## config.mk

```make
export PLATFORM = sky130hd
export DESIGN_NAME = image_header_dimension_parser
export DESIGN_NICKNAME = d
export VERILOG_FILES = /design/src/design/idhp_pkg.sv /design/src/design/idhp_step.sv /design/src/design/idhp_obuf.sv /design/src/design/image_header_dimension_parser.sv
export VERILOG_INCLUDE_DIRS = /design/src /design/src/design
export SDC_FILE = /design/constraint.sdc
export NUM_CORES = 1
export LEC_CHECK = 0
export BUFFER_PORTS_ARGS = -buffer_cell sky130_fd_sc_hd__buf_4
export CAP_MARGIN = 40
export CORE_UTILIZATION = 60
export DETAILED_ROUTE_END_ITERATION = 7
export PLACE_DENSITY = 0.83
export SLEW_MARGIN = 5
export SYNTH_ARGS = -nofsm -noshare
export SYNTH_HDL_FRONTEND = slang
export SYNTH_SLANG_ARGS = --single-unit
export TNS_END_PERCENT = 1
```

## constraint.sdc

```tcl
create_clock -name clk -period 15.95 [get_ports clk]
set_clock_uncertainty 0.2 [all_clocks]
set_input_delay 2.3925 -clock clk [delete_from_list [all_inputs] [get_ports clk]]
set_output_delay 2.3925 -clock clk [all_outputs]
set_load 0.05 [all_outputs]
```

## src/design/image_header_dimension_parser_defines.svh

```systemverilog
// ----------------------------------------------------------------------------
// Image header dimension parser: assertion macros
// Shared assertion forms for the design files. Each use names clk and rst_n
// of the module that expands it.
// ----------------------------------------------------------------------------
`ifndef IMAGE_HEADER_DIMENSION_PARSER_DEFINES_SVH
`define IMAGE_HEADER_DIMENSION_PARSER_DEFINES_SVH

// Check a property on every clock edge outside reset
`define IDHP_ASSERT(lbl, prop, msg) \
  lbl: assert property (@(posedge clk) disable iff (!rst_n) (prop)) else $error(msg);

// Check a property on every clock edge, reset included
`define IDHP_ASSERT_ALWAYS(lbl, prop, msg) \
  lbl: assert property (@(posedge clk) (prop)) else $error(msg);

`endif

```

## src/design/idhp_pkg.sv

```systemverilog
// ----------------------------------------------------------------------------
// Image header dimension parser package
// Request and result types, parser state, phase and verdict codes, and the
// PNG signature tables.
// ----------------------------------------------------------------------------
package idhp_pkg;

  // Input request: one file byte with its framing
  typedef struct packed {
    logic [7:0]  data_byte;
    logic        start_of_file;
    logic        end_of_file;
    logic [31:0] file_length;
  } idhp_in_t;

  // Result: verdict and dimensions
  typedef struct packed {
    logic [1:0]  image_kind;
    logic [31:0] image_width;
    logic [31:0] image_height;
  } idhp_out_t;

  // Parse phases
  localparam logic [3:0] PH_IDLE   = 4'd0;
  localparam logic [3:0] PH_DONE   = 4'd1;
  localparam logic [3:0] PH_FIRST  = 4'd2;
  localparam logic [3:0] PH_PNG    = 4'd3;
  localparam logic [3:0] PH_JSOI   = 4'd4;
  localparam logic [3:0] PH_JTOP   = 4'd5;
  localparam logic [3:0] PH_JFILL  = 4'd6;
  localparam logic [3:0] PH_JLENHI = 4'd7;
  localparam logic [3:0] PH_JLENLO = 4'd8;
  localparam logic [3:0] PH_JSKIP  = 4'd9;
  localparam logic [3:0] PH_JSOF   = 4'd10;

  // Verdicts; PNG and JPEG codes match the image_kind codes
  localparam logic [1:0] V_UNDECIDED = 2'd0;
  localparam logic [1:0] V_PNG       = 2'd1;
  localparam logic [1:0] V_JPEG      = 2'd2;
  localparam logic [1:0] V_REJECT    = 2'd3;

  localparam logic [1:0] KIND_REJECT = 2'd0;

  // Marker and length constants
  localparam logic [7:0]  PNG_LEAD     = 8'h89;
  localparam logic [7:0]  JPG_FILL     = 8'hFF;
  localparam logic [7:0]  JPG_SOI      = 8'hD8;
  localparam logic [7:0]  JPG_EOI      = 8'hD9;
  localparam logic [7:0]  JPG_SOS      = 8'hDA;
  localparam logic [7:0]  JPG_RST_LO   = 8'hD0;
  localparam logic [7:0]  JPG_RST_HI   = 8'hD7;
  localparam logic [7:0]  JPG_SOF_LO   = 8'hC0;
  localparam logic [7:0]  JPG_SOF_HI   = 8'hCF;
  localparam logic [7:0]  JPG_DHT      = 8'hC4;
  localparam logic [7:0]  JPG_JPG      = 8'hC8;
  localparam logic [7:0]  JPG_DAC      = 8'hCC;
  localparam logic [31:0] PNG_MIN_LEN  = 32'd24;
  localparam logic [31:0] JPG_MIN_LEN  = 32'd4;
  localparam logic [15:0] SEG_MIN_LEN  = 16'd2;
  localparam logic [15:0] SOF_MIN_LEN  = 16'd7;

  // Parser state
  typedef struct packed {
    logic [3:0]  phase;
    logic [31:0] rem;        // bytes of the file still to come
    logic [4:0]  pos;        // byte position, saturating, for the PNG header
    logic [7:0]  len_hi;     // high byte of a JPEG segment length
    logic [15:0] seg_rem;    // skip count, or byte index inside start-of-frame
    logic        frame_seg;  // current segment is a start-of-frame
    logic [31:0] width;
    logic [31:0] height;
    logic [1:0]  verdict;
  } idhp_state_t;

  // PNG signature byte at a position
  function automatic logic [7:0] png_sig_byte(input logic [2:0] idx);
    logic [7:0] val;
    case (idx)
      3'd0: val = 8'h89;
      3'd1: val = 8'h50;
      3'd2: val = 8'h4E;
      3'd3: val = 8'h47;
      3'd4: val = 8'h0D;
      3'd5: val = 8'h0A;
      3'd6: val = 8'h1A;
      3'd7: val = 8'h0A;
      default: val = 8'h00;
    endcase
    return val;
  endfunction

  // IHDR chunk tag byte at a position
  function automatic logic [7:0] ihdr_byte(input logic [1:0] idx);
    logic [7:0] val;
    case (idx)
      2'd0: val = 8'h49;
      2'd1: val = 8'h48;
      2'd2: val = 8'h44;
      2'd3: val = 8'h52;
      default: val = 8'h00;
    endcase
    return val;
  endfunction

  // Start-of-frame markers, without DHT, JPG and DAC
  function automatic logic is_frame_marker(input logic [7:0] m);
    return (m >= JPG_SOF_LO) && (m <= JPG_SOF_HI) &&
           (m != JPG_DHT) && (m != JPG_JPG) && (m != JPG_DAC);
  endfunction

endpackage

```

## src/design/idhp_step.sv

```systemverilog
// ----------------------------------------------------------------------------
// Image header dimension parser: byte step
// Next parser state for one accepted byte, and the verdict that an end of
// file byte gives.
// ----------------------------------------------------------------------------
module idhp_step #(
  parameter logic [31:0] MAX_FILE_BYTES = 32'd16777216
) (
  input  idhp_pkg::idhp_state_t st_i,
  input  idhp_pkg::idhp_in_t    req_i,
  output idhp_pkg::idhp_state_t st_o,
  output logic                  res_valid_o,
  output idhp_pkg::idhp_out_t   res_o
);
  import idhp_pkg::*;

  idhp_state_t s;
  logic [3:0]  ph;
  logic [31:0] r0;
  logic [4:0]  p;
  logic [7:0]  b;
  logic [15:0] seg;
  logic [31:0] h_new;
  logic [32:0] seg_room;

  assign b        = req_i.data_byte;
  assign seg      = {st_i.len_hi, req_i.data_byte};
  assign seg_room = {1'b0, st_i.rem} + 33'd1;

  always_comb begin
    s     = st_i;
    h_new = '0;
    res_valid_o = 1'b0;
    res_o = '0;

    // Restart on the first byte of a file
    if (req_i.start_of_file) begin
      s = '0;
      s.phase   = PH_FIRST;
      s.rem     = req_i.file_length;
      s.verdict = V_UNDECIDED;
    end

    ph = s.phase;
    r0 = s.rem;
    p  = s.pos;

    if (ph != PH_IDLE) begin
      if (r0 == '0) begin
        // Byte beyond the declared length
        s.verdict = V_REJECT;
        s.phase   = PH_DONE;
      end else begin
        s.rem = r0 - 32'd1;
        if (p != '1) begin
          s.pos = p + 5'd1;
        end
        case (ph)
          PH_FIRST: begin
            if (r0 > MAX_FILE_BYTES) begin
              s.verdict = V_REJECT;
              s.phase   = PH_DONE;
            end else if (b == PNG_LEAD && r0 >= PNG_MIN_LEN) begin
              s.phase = PH_PNG;
            end else if (b == JPG_FILL && r0 >= JPG_MIN_LEN) begin
              s.phase = PH_JSOI;
            end else begin
              s.verdict = V_REJECT;
              s.phase   = PH_DONE;
            end
          end
          PH_PNG: begin
            if (p < 5'd8) begin
              if (b != png_sig_byte(p[2:0])) begin
                s.verdict = V_REJECT;
                s.phase   = PH_DONE;
              end
            end else if (p >= 5'd12 && p < 5'd16) begin
              if (b != ihdr_byte(p[1:0])) begin
                s.verdict = V_REJECT;
                s.phase   = PH_DONE;
              end
            end else if (p >= 5'd16 && p < 5'd20) begin
              s.width = {st_i.width[23:0], b};
            end else if (p >= 5'd20 && p < 5'd24) begin
              h_new    = {s.height[23:0], b};
              s.height = h_new;
              if (p == 5'd23) begin
                if (s.width != '0 && h_new != '0) begin
                  s.verdict = V_PNG;
                end else begin
                  s.verdict = V_REJECT;
                end
                s.phase = PH_DONE;
              end
            end
          end
          PH_JSOI: begin
            if (b == JPG_SOI) begin
              s.phase = PH_JTOP;
            end else begin
              s.verdict = V_REJECT;
              s.phase   = PH_DONE;
            end
          end
          PH_JTOP, PH_JFILL: begin
            if (ph == PH_JTOP && r0 <= 32'd3) begin
              s.verdict = V_REJECT;
              s.phase   = PH_DONE;
            end else if (b == JPG_FILL) begin
              s.phase = PH_JFILL;
            end else if (b == JPG_SOI || (b >= JPG_RST_LO && b <= JPG_RST_HI)) begin
              // Standalone marker
              s.phase = PH_JTOP;
            end else if (b == JPG_EOI || b == JPG_SOS || r0 <= 32'd2) begin
              s.verdict = V_REJECT;
              s.phase   = PH_DONE;
            end else begin
              s.frame_seg = is_frame_marker(b);
              s.phase     = PH_JLENHI;
            end
          end
          PH_JLENHI: begin
            s.len_hi = b;
            s.phase  = PH_JLENLO;
          end
          PH_JLENLO: begin
            if (seg < SEG_MIN_LEN || {17'd0, seg} > seg_room) begin
              s.verdict = V_REJECT;
              s.phase   = PH_DONE;
            end else if (s.frame_seg) begin
              if (seg < SOF_MIN_LEN) begin
                s.verdict = V_REJECT;
                s.phase   = PH_DONE;
              end else begin
                s.seg_rem = '0;
                s.width   = '0;
                s.height  = '0;
                s.phase   = PH_JSOF;
              end
            end else begin
              s.seg_rem = seg - SEG_MIN_LEN;
              s.phase   = (seg == SEG_MIN_LEN) ? PH_JTOP : PH_JSKIP;
            end
          end
          PH_JSKIP: begin
            s.seg_rem = s.seg_rem - 16'd1;
            if (s.seg_rem == 16'd0) begin
              s.phase = PH_JTOP;
            end
          end
          PH_JSOF: begin
            // Precision byte, then height and width, high byte first
            if (s.seg_rem == 16'd1 || s.seg_rem == 16'd2) begin
              s.height = {16'd0, s.height[7:0], b};
            end else if (s.seg_rem == 16'd3 || s.seg_rem == 16'd4) begin
              s.width = {16'd0, s.width[7:0], b};
              if (s.seg_rem == 16'd4) begin
                if (s.width[15:0] != '0 && s.height != '0) begin
                  s.verdict = V_JPEG;
                end else begin
                  s.verdict = V_REJECT;
                end
                s.phase = PH_DONE;
              end
            end
            s.seg_rem = st_i.seg_rem + 16'd1;
          end
          default: begin
            // Decided: later bytes only count towards the length
          end
        endcase
      end
    end

    // Give the verdict and close the file
    if (req_i.end_of_file) begin
      res_valid_o = 1'b1;
      if (s.phase != PH_IDLE && s.rem == '0 &&
          (s.verdict == V_PNG || s.verdict == V_JPEG)) begin
        res_o.image_kind   = s.verdict;
        res_o.image_width  = s.width;
        res_o.image_height = s.height;
      end else begin
        res_o.image_kind = KIND_REJECT;
      end
      s = '0;
      s.phase   = PH_IDLE;
      s.verdict = V_UNDECIDED;
    end
  end

  assign st_o = s;

endmodule

```

## src/design/idhp_obuf.sv

```systemverilog
// ----------------------------------------------------------------------------
// Image header dimension parser: result buffer
// Output register with one skid entry, so a new result can land while the
// previous one is still held by the receiver.
// ----------------------------------------------------------------------------
`include "image_header_dimension_parser_defines.svh"

module idhp_obuf (
  input  logic                clk,
  input  logic                rst_n,
  input  logic                push_i,
  input  idhp_pkg::idhp_out_t push_data_i,
  output logic                full_o,
  output logic                out_valid,
  input  logic                out_stall,
  output idhp_pkg::idhp_out_t out_data
);
  import idhp_pkg::*;

  logic      out_valid_r, out_valid_nxt;
  idhp_out_t out_data_r, out_data_nxt;
  logic      skid_valid_r, skid_valid_nxt;
  idhp_out_t skid_data_r, skid_data_nxt;
  logic      take;

  assign take = out_valid_r && !out_stall;

  // Refill the output slot from the skid entry first, park new results
  // in the skid entry while the output is held
  always_comb begin
    out_valid_nxt  = out_valid_r;
    out_data_nxt   = out_data_r;
    skid_valid_nxt = skid_valid_r;
    skid_data_nxt  = skid_data_r;
    if (!out_valid_r || take) begin
      if (skid_valid_r) begin
        out_valid_nxt  = 1'b1;
        out_data_nxt   = skid_data_r;
        skid_valid_nxt = 1'b0;
      end else begin
        out_valid_nxt = push_i;
        out_data_nxt  = push_data_i;
      end
    end else if (push_i) begin
      skid_valid_nxt = 1'b1;
      skid_data_nxt  = push_data_i;
    end
  end

  // Hold control under reset
  always_ff @(posedge clk) begin
    if (!rst_n) begin
      out_valid_r  <= 1'b0;
      skid_valid_r <= 1'b0;
    end else begin
      out_valid_r  <= out_valid_nxt;
      skid_valid_r <= skid_valid_nxt;
    end
  end

  // Advance payload
  always_ff @(posedge clk) begin
    out_data_r  <= out_data_nxt;
    skid_data_r <= skid_data_nxt;
  end

  assign full_o    = skid_valid_r;
  assign out_valid = out_valid_r;
  assign out_data  = out_data_r;

  `IDHP_ASSERT(a_skid_behind_out, skid_valid_r |-> out_valid_r, "skid holds a result ahead of the output")
  `IDHP_ASSERT(a_no_push_full, push_i |-> !skid_valid_r, "result pushed into a full buffer")
  `IDHP_ASSERT(a_skid_fill_held, $rose(skid_valid_r) |-> $past(out_valid_r && out_stall), "skid filled while the output was free")
  `IDHP_ASSERT_ALWAYS(a_reset_empty, !rst_n |=> (!out_valid_r && !skid_valid_r), "buffer not empty after reset")

endmodule

```

## src/design/image_header_dimension_parser.sv

```systemverilog
// ----------------------------------------------------------------------------
// Image header dimension parser
// Reads a PNG or JPEG file one byte per request and reports the image kind
// and pixel dimensions on the final byte.
// ----------------------------------------------------------------------------
// The block takes one byte per cycle while in_stall is low: each accepted byte
// updates the parser state in a single pass of logic, so bytes may arrive back
// to back with no gaps. The verdict for a file is registered once its
// end_of_file byte is accepted. Results sit in a two-entry buffer (output
// register plus one skid entry); in_stall rises only while both entries hold
// results the receiver has not taken. start_of_file restarts parsing at any
// time; bytes with no open file are dropped, but end_of_file gives a reject.
module image_header_dimension_parser #(
  parameter logic [31:0] MAX_FILE_BYTES = 32'd16777216
) (
  input  logic                clk,
  input  logic                rst_n,
  input  logic                in_valid,
  output logic                in_stall,
  input  idhp_pkg::idhp_in_t  in_data,
  output logic                out_valid,
  input  logic                out_stall,
  output idhp_pkg::idhp_out_t out_data
);
  import idhp_pkg::*;

  idhp_state_t st_r, st_nxt;
  idhp_state_t step_st;
  idhp_out_t   res;
  logic        res_valid;
  logic        in_take;
  logic        buf_full;

  assign in_stall = buf_full;
  assign in_take  = in_valid && !buf_full;

  // Per-byte parser update
  idhp_step #(
    .MAX_FILE_BYTES(MAX_FILE_BYTES)
  ) u_step (
    .st_i        (st_r),
    .req_i       (in_data),
    .st_o        (step_st),
    .res_valid_o (res_valid),
    .res_o       (res)
  );

  assign st_nxt = in_take ? step_st : st_r;

  // Hold parser state, clear under reset (idle phase, undecided verdict)
  always_ff @(posedge clk) begin
    if (!rst_n) begin
      st_r <= '0;
    end else begin
      st_r <= st_nxt;
    end
  end

  // Result buffer
  idhp_obuf u_obuf (
    .clk         (clk),
    .rst_n       (rst_n),
    .push_i      (in_take && res_valid),
    .push_data_i (res),
    .full_o      (buf_full),
    .out_valid   (out_valid),
    .out_stall   (out_stall),
    .out_data    (out_data)
  );

endmodule
```

# After elaboration in Yosys (flattened, before gate mapping)
# Memory sizes are Yosys's and may differ from the RTL's.
# Cells that the tools add are included.
[word_totals]
ff_bits = 266
romBits = 56
inputBits = 46
output_inout_bits = 68
elab_cells = 208
mem_count = 1
[mem_list]
columns = ["memory", "depth", "word_bits", "read_ports", "rd_ports_with_merged_regs", "write_ports", "line_no", "source"]
rows = [
  ["(no name shown)", 8, 7, 1, 0, 0, "idhp_pkg.sv:78", "case (idx)"],
]
[op_classes]
addsub = 6
order_cmp = 19
eq_ne = 31
muxes = 90
bitwise_logic = 2
n_reduce_logical = 42
[ops]
columns = ["op", "count"]
rows = [
  ["$mux 132", 3],
  ["$mux 64", 5],
  ["$mux 66", 3],
  ["$pmux 64 s3", 1],
  ["$mux 32", 4],
  ["$mux 126", 1],
  ["$reduce_bool 32->1", 3],
  ["$mux 8", 10],
  ["$mux 4", 19],
  ["$mux 34", 2],
  ["$le 32x2->1 const B", 2],
  ["$logic_not 32->1", 2],
  ["$eq 16x2->1 const B", 3],
  ["$mux 16", 3],
  ["$pmux 16 s3", 1],
  ["$mux 2", 21],
  ["$eq 8x8->1 const B", 5],
  ["$add 32x1->33 const B", 1],
  ["$gt 16x33->1", 1],
  ["$ge 32x3->1 const B", 1],
  ["$ge 32x5->1 const B", 1],
  ["$gt 32x25->1 const B", 1],
  ["$pmux 4 s8", 1],
  ["$pmux 8 s4", 1],
  ["38 further kinds", 95],
]

# Depth between registers and ports, before layout
# Gate-level depths: netlist of the first run.
[depth]
ltp_word = 21
depth_mapped = 22

# Hierarchy
# From an unflattened synthesis of the first run, not the netlist that was laid out.
[hier_totals]
cells_unflattened = 2177
area_unflattened_um2 = 18629.1
[modules_own_cells]
columns = ["mod", "instances", "cells_each", "area_each_um2", "seq_area_each_um2"]
rows = [
  ["idhp_step", 1, 1391, 8534.4, 0.0],
  ["image_header_dimension_parser", 1, 574, 5257.5, 2642.5],
  ["idhp_obuf", 1, 212, 4837.1, 4003.8],
]

# Worst setup path after synthesis of the first run
# OpenSTA, ideal clock, no wires.
[synth_path]
path_type = "input -> register"
start = "input out_stall"
end = "register u_obuf.skid_data_r[0] (netlist bit), enable pin"
arrival_time_ns = 6.835
setup_slack_ns = 8.425
stages = 2
cell_sequence = "nand2_1 > nor2_1"
[synth_via]
elab_chain_cells = 5
[synth_rtl]
columns = ["element", "line_no", "source"]
rows = [
  ["start, declared", "image_header_dimension_parser.sv:22", "input logic out_stall,"],
  ["$logic_not 1->1", "idhp_obuf.sv:26", "assign take = out_valid_r && !out_stall;"],
  ["$logic_and 1x1->1", "idhp_obuf.sv:26", ""],
  ["$logic_or 1x1->1", "idhp_obuf.sv:35", "if (!out_valid_r || take) begin"],
  ["$not 1->1 (no source line)", "n/a", ""],
  ["$reduce_and 2->1 (no source line)", "n/a", ""],
  ["end signal, assigned", "idhp_obuf.sv:64", "skid_data_r <= skid_data_nxt;"],
  ["end, declared", "idhp_obuf.sv:23", "idhp_out_t skid_data_r, skid_data_nxt;"],
]
# Every way passes these cells.
# A chain may end at the register's enable or synchronous reset.

# Worst setup path in the final report of the first run
[layout_path]
start = "input in_data[33] (netlist bit)"
end = "register u_obuf.out_data_r (netlist bit u_obuf.out_data[8]), data pin"
[layout_via]
elab_chain_cells = 21
word_cells_on_any_way = 130
cone_classes = "add/sub: 2; order compare: 12; eq/ne: 21; mux: 69; reduce/logical: 25; memory: 1"
[layout_rtl]
columns = ["element", "line_no", "source"]
rows = [
  ["start, declared", "image_header_dimension_parser.sv:20", "input idhp_pkg::idhp_in_t in_data,"],
  ["$mux 132 *", "idhp_step.sv:37", "if (req_i.start_of_file) begin"],
  ["$eq 2x2->1, or another cell as far along", "idhp_pkg.sv:95", "case (idx)"],
  ["$pmux 8 s4", "idhp_pkg.sv:95", ""],
  ["$mux 8", "idhp_step.sv:78", "end else if (p >= 5'd12 && p < 5'd16) begin"],
  ["$mux 8", "idhp_step.sv:73", "if (p < 5'd8) begin"],
  ["$mux 8", "idhp_step.sv:58", "case (ph)"],
  ["$mux 8", "idhp_step.sv:49", "if (r0 == '0) begin"],
  ["$mux 8", "idhp_step.sv:48", "if (ph != PH_IDLE) begin"],
  ["(+5 left out)", "n/a", ""],
  ["$mux 4 or $mux 2 (tied branches)", "idhp_step.sv:49", ""],
  ["$mux 132 *", "idhp_step.sv:48", ""],
  ["$reduce_bool 4->1, or another cell as far along", "idhp_step.sv:179", "if (s.phase != PH_IDLE && s.rem == '0 &&"],
  ["$logic_and 1x1->1 or $logic_or 1x1->1 (tied branches)", "idhp_step.sv:179, idhp_step.sv:180", ""],
  ["$logic_and 1x1->1", "idhp_step.sv:179", ""],
  ["$mux 64 *", "idhp_step.sv:179", ""],
  ["$mux 66 *", "idhp_step.sv:177", "if (req_i.end_of_file) begin"],
  ["$mux 66 *", "idhp_obuf.sv:36", "if (skid_valid_r) begin"],
  ["end signal, assigned", "idhp_obuf.sv:63", "out_data_r <= out_data_nxt;"],
  ["end, declared", "idhp_obuf.sv:21", "idhp_out_t out_data_r, out_data_nxt;"],
]
# Every way passes the cells marked *; elsewhere a longest branch is shown, timed or not. The select of a mux whose other input is x is not followed.

==> summary.txt, run 1 <==
Placed design
  • Port buffer count: 113
  • HPWL after DPL: 36,900 um
  • Placed instance count: 2,347
  • Routability cong.: 0.978

Critical path
  • FF-to-FF End: u_obuf.out_data[8]
  • Worst-case reg-to-reg path depth: 19
  • Worst R2R Start: st_r[96]
  • Reg2reg setup slack: 9.80 ns
  • Startpoint Class: primary input
  • CP endpoint: u_obuf.out_data[8]
  • Max FO, Critical Path: 80
  • WS Path Type: primary input to register
  • WP data required: 16.03 ns
  • Critical Path End Type: register
  • Worst Path Arrival: 7.85 ns
  • Worst Setup SP: in_data[33]

Min path
  • Tightest Hold Check Type: register to register
  • Hold_sp: st_r[61]

Floorplanning
  • Rows: 62
  • Die W: 173 um
  • Die height: 173 um
  • I/O pins: 114
  • Core area: 0.0287 mm^2
  • Starting Density: 0.609
  • Die area: 0.0298 mm^2

STA
  • Min Tclk post-route: 7.77 ns
  • Worst-margin pin slew: 0.906 ns
  • Final setup viols: 0
  • Peak Freq: 129 MHz
  • Setup TNS: 0 ns
  • Worst hold margin: 0.317 ns
  • Final Hold Vio Count: 0
  • Post-route clock period utilization: 0.487
  • Slew Viols, Final: 0
  • Rel. slew slack: 0.396
  • RSZ-0062 raised after global routing: false

Logic synthesis
  • Mean Syn Cell Area: 8.74 um^2
  • Mapped Nets: 2,079
  • Post-Synthesis Cell Area: 0.0175 mm^2
  • Cells after Synth: 2,000
  • Number of synthesized flops with an enable pin: 132
  • Yosys cell types: 87
  • Seq/Total Area, Yosys: 0.380
  • FF+latch count, synth: 266
  • Ys Warns: 0
  • Fraction of registers with async set/reset: 0
  • Dominant synthesized flop cell: dfxtp_1

Routing
  • DRT antenna net count: 0
  • Vias per std cell: 6.88
  • DRC: 0
  • Initial DRT Pass Iterations: 6
  • Routed len/inst: 22.2 um
  • Final WL: 53,200 um
  • Vias post-DR: 16,500
  • First DRT Iteration DRCs: 2,317

Cells and area
  • # diodes: 0
  • Area taken by multi-input logic gates: 0.0100 mm^2
  • Area Overhead vs Synth: 9.68%
  • Finished Layout Cells: 2,396
  • Fillcell total: 2,354
  • Total Nets Final: 2,071
  • FF+latch area: 0.00665 mm^2
  • Share of cells above drive strength 1: 0.144

GRT
  • M1 GR Usage: 0.459
  • Met2 GRT Util: 0.563
  • Initial antenna violation count: 0
  • Total track usage: 0.345
  • Total congestion overflow: 0
  • Grt peak-use layer: met2
  • Largest net degree at the start of global routing: 94
  • Vias in the first global route: 15,300
  • GRT met3 Usage: 0.0429
  • First-pass GRT wire length: 83,700 um

Clocking
  • CTS tree: done
  • Setup Buffers After CTS: 0
  • Hold_buf cts: 0
  • CTS Buffer Depth: 3
  • Clk slew on worst S/H paths: 0.07 ns
  • CTS H-tree depth: 1
  • Clock Tree Root: clkbuf_16
  • CTS Buf Count: 27
  • Skew-Pair Late Insertion Delay: 0.55 ns
  • Cts repair resizes: 0
  • Clock sink count: 266

Pwr
  • Power per cell area: 81.0 mW/mm^2
  • P_leak: 6.74 nW
  • VDD IR max: 0.0763 mV

Job
  • Max-Cap Viols: 0

Run status
  • Outcome: finished clean
cell families after synthesis:
logic type                 count (synthesis)  synth area share
AOI/OAI and AO/OA                        570             0.247
xor gates and xnor gates                  77            0.0386
adders and majority gates                 33            0.0236
buffers and inverters                    207            0.0500
DFF                                      266             0.380
muxes                                     42            0.0246
and+or+nand+nor                          805             0.236
layer usage:
layer  part of all wire  routed length [um]
met4              0.043                2310
met1               0.40               21500
met3              0.085                4520
met2               0.47               24900
met5                  0                   0
cell type report:
type	count	area share
sequential	266	0.347
timing repair buffer	141	0.0570
clock buffer	35	0.0375
clock inverter	14	0.00607
tap	384	0.0251
multi-input combinational	1527	0.522
inverter	29	0.00568
where the power goes:
group / internal (W) / switching (W) / leakage [nW] / total (W)
Sequential: 0.000724 / 0.0000134 / 2.47 / 0.000737
Combinational: 0.0000671 / 0.000138 / 3.86 / 0.000205
Clock: 0.000337 / 0.000274 / 0.408 / 0.000611
Total: 0.00113 / 0.000425 / 6.74 / 0.00155
metrics by stage:
stage	power, W	utilization	area [um^2]	setup slack, ns
after CTS	0.00155	0.668	19200	8.29
after global placement	0.000947	0.636	18300	7.52
after detailed placement	0.000950	0.639	18300	7.78
after global routing	0.00160	0.668	19200	7.84
final	0.00155	0.668	19200	8.18
after floorplan	0.000885	-	17500	8.42
worst min path at each step:
stage / cells past startpoint / endpoint
2_1_floorplan: 1 / st_r[61]
3_3_place_gp: 1 / st_r[58]
3_5_place_dp: 1 / st_r[61]
4_1_cts: 1 / st_r[61]
5_1_grt: 1 / st_r[61]
6_report: 1 / st_r[61]
state kept, by name, indices dropped and copies added, names as in the netlist:
signal / count
u_obuf.out_valid: 1
u_obuf.skid_data_r: 66
u_obuf.full_o: 1
st_r: 132
u_obuf.out_data: 66
cells in the mapped netlist (all sizes together), types with 8 or more instances:
library cell / number / share of area
nand2b: 15 / 0.0054
a31oi: 17 / 0.0061
nand3: 46 / 0.013
or2: 12 / 0.0043
xor2: 43 / 0.022
ha: 33 / 0.024
nor2: 167 / 0.036
mux2: 8 / 0.0052
nor3b: 17 / 0.0073
a21o: 11 / 0.0047
a21oi: 80 / 0.023
o221ai: 10 / 0.0050
o211ai: 14 / 0.0060
or3: 20 / 0.0072
o31ai: 63 / 0.043
a21boi: 10 / 0.0043
nor3: 68 / 0.019
and2: 29 / 0.010
o21a: 10 / 0.0043
nor2b: 88 / 0.031
xnor2: 34 / 0.017
inv: 28 / 0.0060
nand4: 35 / 0.013
a22oi: 101 / 0.043
a22o: 57 / 0.029
edfxtp: 132 / 0.23
nand2: 195 / 0.042
o22ai: 15 / 0.0054
and3: 26 / 0.0093
clkbuf: 132 / 0.028
nor4: 45 / 0.016
a31o: 8 / 0.0040
nor4b: 10 / 0.0050
o21ai: 89 / 0.025
mux2i: 34 / 0.019
dfxtp: 134 / 0.15
a32oi: 17 / 0.0085
buf: 46 / 0.015
worst max-delay path, stage by stage:
cell and delay, ns:
buf_4 0.34, buf_4 0.56, or3b_1 0.47, a222oi_1 0.41, or4b_4 0.56, o41ai_4 0.54
o211ai_1 0.16, a2111o_1 0.45, a221oi_2 0.35, a21oi_1 0.13, o21ai_4 0.15, buf_4 0.43
buf_4 0.34, buf_16 0.34, o21ai_1 0.14
cells in the final DEF, fill, tap and decap left out, drive strengths merged, types with 35 or more instances in the layout:
| cell type | instances |
|---|---|
| nand3 | 46 |
| a22oi | 101 |
| a21oi | 80 |
| nor2 | 167 |
| o31ai | 63 |
| nand4 | 35 |
| edfxtp | 132 |
| nor3 | 68 |
| nor4 | 45 |
| xor2 | 43 |
| dfxtp | 134 |
| nand2 | 195 |
| a22o | 57 |
| nor2b | 88 |
| clkbuf | 35 |
| o21ai | 89 |
| buf | 141 |
Power figures use the tool's default switching activity.
==> inputs of run 2 (changes only) <==
--- a/config.mk
+++ b/config.mk
@@ -8,9 +8,9 @@
 export LEC_CHECK = 0
 export BUFFER_PORTS_ARGS = -buffer_cell sky130_fd_sc_hd__buf_4
 export CAP_MARGIN = 40
-export CORE_UTILIZATION = 60
+export CORE_UTILIZATION = 56
 export DETAILED_ROUTE_END_ITERATION = 7
-export PLACE_DENSITY = 0.83
+export PLACE_DENSITY = 0.81
 export SLEW_MARGIN = 5
 export SYNTH_ARGS = -nofsm -noshare
 export SYNTH_HDL_FRONTEND = slang
==> constraint.sdc (replaced) <==
create_clock -name clk -period 6.55 [get_ports clk]
set_clock_uncertainty 0.2 [all_clocks]
set_input_delay 0.9825 -clock clk [delete_from_list [all_inputs] [get_ports clk]]
set_output_delay 0.9825 -clock clk [all_outputs]
set_load 0.05 [all_outputs]
==> run 2 against run 1 <==
Net effect: worst setup slack lost 7.4 ns; power rose to 2.5 times the previous value; sequential power rose by 140%; register-to-register slack got worse by 8.9 ns; clock power grew to 2.6 times the previous value; design area increased by 1.3%; wire length is 1.0% higher; non-clock buffer count up 17; sequential cell count unchanged; largest power group unchanged.
==> summary.txt, run 2 (synthesis results as in run 1) <==
Run status
  • Outcome: finished clean

Pwr
  • Int Power: 0.00284 W (+150%)
  • Switching Share: 0.272 (-0.00156)
  • Comb power frac: 0.131 (about the same)
  • Power per cell area: 201 mW/mm^2 (+150%)
  • Seq pwr share: 0.457 (-0.018)
  • P_leak: 6.87 nW (+1.9%)
  • Net Sw Power: 0.00106 W (+150%)
  • Clock power frac: 0.411 (+0.018)
  • VDD IR max: 0.186 mV (+140%)

GRT
  • Total track usage: 0.328 (-0.0171)
  • Initial antenna violation count: 0 (unchanged)
  • Total congestion overflow: 0 (unchanged)
  • Largest net degree at the start of global routing: 94 (unchanged)
  • Vias in the first global route: 15,300 (-0.28%)
  • First-pass GRT wire length: 83,300 um (-0.49%)

STA
  • Setup TNS: 0 ns (unchanged)
  • Min Tclk post-route: 5.77 ns
  • Slew Viols, Final: 0 (unchanged)
  • Final setup viols: 0 (unchanged)
  • Rel. slew slack: 0.413 (+0.0169)
  • RSZ-0062 raised after global routing: false
  • Worst-margin pin slew: 0.868 ns (-0.0375 ns)
  • Peak Freq: 173 MHz
  • Final WS setup: 0.783 ns (-7.40 ns)
  • Final Hold Vio Count: 0 (unchanged)
  • Post-route clock period utilization: 0.880

Routing
  • Final WL: 53,800 um (+1.0%)
  • Vias per std cell: 6.82 (-0.81%)
  • Metal3 WL: 4930 um (+8.9%)
  • Met1 wire length: 21,600 um (+0.30%)
  • DRT antenna net count: 0 (unchanged)
  • First DRT Iteration DRCs: 2,143 (-7.5%)
  • Vias post-DR: 16,600 (+0.51%)
  • Routed len/inst: 22.1 um (-0.31%)
  • Initial DRT Pass Iterations: 6 (unchanged)
  • Met2 wire length: 24,700 um (-0.66%)
  • DRC: 0 (unchanged)
  • Top Metal Used: met4

Cells and area
  • Largest register by flop count: st_r
  • Area Overhead vs Synth: 11.1%
  • Max reg flops: 132 (unchanged)
  • Final Instance Area: 0.0194 mm^2 (+1.3%)
  • # diodes: 0 (unchanged)
  • Commonest non-fill, non-tap cells in the layout: 194 x nand2_1, 163 x nor2_1, 155 x buf_4, 133 x dfxtp_1, 132 x edfxtp_1
  • Most common cell after layout, fill and taps aside: nand2_1
  • Final Util: 0.633 (-0.0349)
  • Total Nets Final: 2,089 (+0.87%)
  • Share of cells above drive strength 1: 0.152 (+0.00843)

Floorplanning
  • Die height: 179 um (+3.5%)
  • Starting Density: 0.570 (-0.0391)
  • Die W: 179 um (+3.5%)
  • Die area: 0.0319 mm^2 (+7.1%)
  • I/O pins: 114 (unchanged)
  • Rows: 64 (+3.2%)
  • Core area: 0.0307 mm^2 (+6.9%)

Clocking
  • Clk slew on worst S/H paths: 0.06 ns (about the same)
  • Cts repair resizes: 0 (unchanged)
  • Hold_buf cts: 0 (unchanged)
  • Skew-Pair Late Insertion Delay: 0.56 ns (about the same)
  • CTS H-tree depth: 1 (unchanged)
  • Clock sink count: 266 (unchanged)
  • Setup Buffers After CTS: 0 (unchanged)
  • CTS Buf Count: 28 (+3.7%)
  • CTS Buffer Depth: 3 (unchanged)
  • Clock Tree Root: clkbuf_16
  • CTS tree: done

Critical path
  • Worst path max stage delay: 0.71 ns (+0.15 ns)
  • CP max-delay cell: a21o_1
  • Startpoint Class: primary input
  • CP Cell Sequence: buf_4 -> buf_4 -> buf_4 -> nor3b_1 -> o22ai_1 -> nor3_1 -> a21o_1 -> a21oi_1 -> or3b_2 -> a2111oi_0 -> and4b_1 -> o21ai_4 -> buf_12 -> o31ai_2
  • WS Path Type: primary input to register
  • WP data required: 6.71 ns (-9.32 ns)
  • Critical Path End Type: register
  • CP most frequent cell: buf_4
  • Max FO, Critical Path: 75 (-6.3%)
  • Worst Path Arrival: 5.93 ns (-1.92 ns)

Placed design
  • HPWL after DPL: 37,500 um (+1.4%)
  • Placed cell areas: 0.0185 mm^2 (+0.83%)
  • Routability cong.: 1.02 (+3.9%)
  • Dpl ws: 0.419 ns (-7.36 ns)
  • Port buffer count: 113 (unchanged)

Min path
  • Tightest Hold Check Type: register to register

Job
  • Max-Cap Viols: 0 (unchanged)
-- run 2: power by group through the flow --
stage,Combinational (W),Sequential [W],Clock [W]
after floorplan,0.000288,0.00187,0
after global placement,0.000490,0.00182,0
after detailed placement,0.000497,0.00182,0
after CTS,0.000499,0.00179,0.00162
after global routing,0.000544,0.00179,0.00168
final,0.000513,0.00179,0.00161
-- run 2: path summary, 6_finish.rpt --
| path | start | to | slack (ns) | cells past startpoint |
|---|---|---|---|---|
| setup / recovery | in_data[33] | u_obuf.out_data[40] | 0.78 | 14 |
| setup reg to reg | st_r[100] | u_obuf.out_data[40] | 0.86 | 16 |
| hold / removal | st_r[60] | st_r[60] | 0.31 | 1 |
| hold reg to reg | st_r[60] | st_r[60] | 0.31 | 1 |
-- run 2: layout make-up --
class,instances,area (um^2)
clock buffer,34,764
clock inverter,18,163
fill,2549,11300
inverter,29,109
multi-input combinational,1527,10000
sequential,266,6650
tap,396,495
timing repair buffer,158,1230
-- run 2: routing by layer --
layer,up-vias,global-route usage
met5,-,0
met4,0,0.154
met3,195,0.0416
met2,999,0.532
met1,7841,0.435
li1,7529,-
-- run 2: metrics by stage --
stage | hold WS, ns | power (W) | instances
floorplan | 0.274 | 0.00215 | 2000
global placement | 0.290 | 0.00231 | 2374
detailed placement | 0.296 | 0.00232 | 2376
CTS | 0.312 | 0.00390 | 2428
global route | 0.340 | 0.00401 | 2428
finish | 0.309 | 0.00391 | 2428
-- run 2: worst max-delay path: cells and delay by family --
kind                   cells  cell delay [ns]
AO/OA/AOI/OAI              6             1.91
AND/OR/NAND/NOR            4             1.61
buffers and inverters      4             1.37
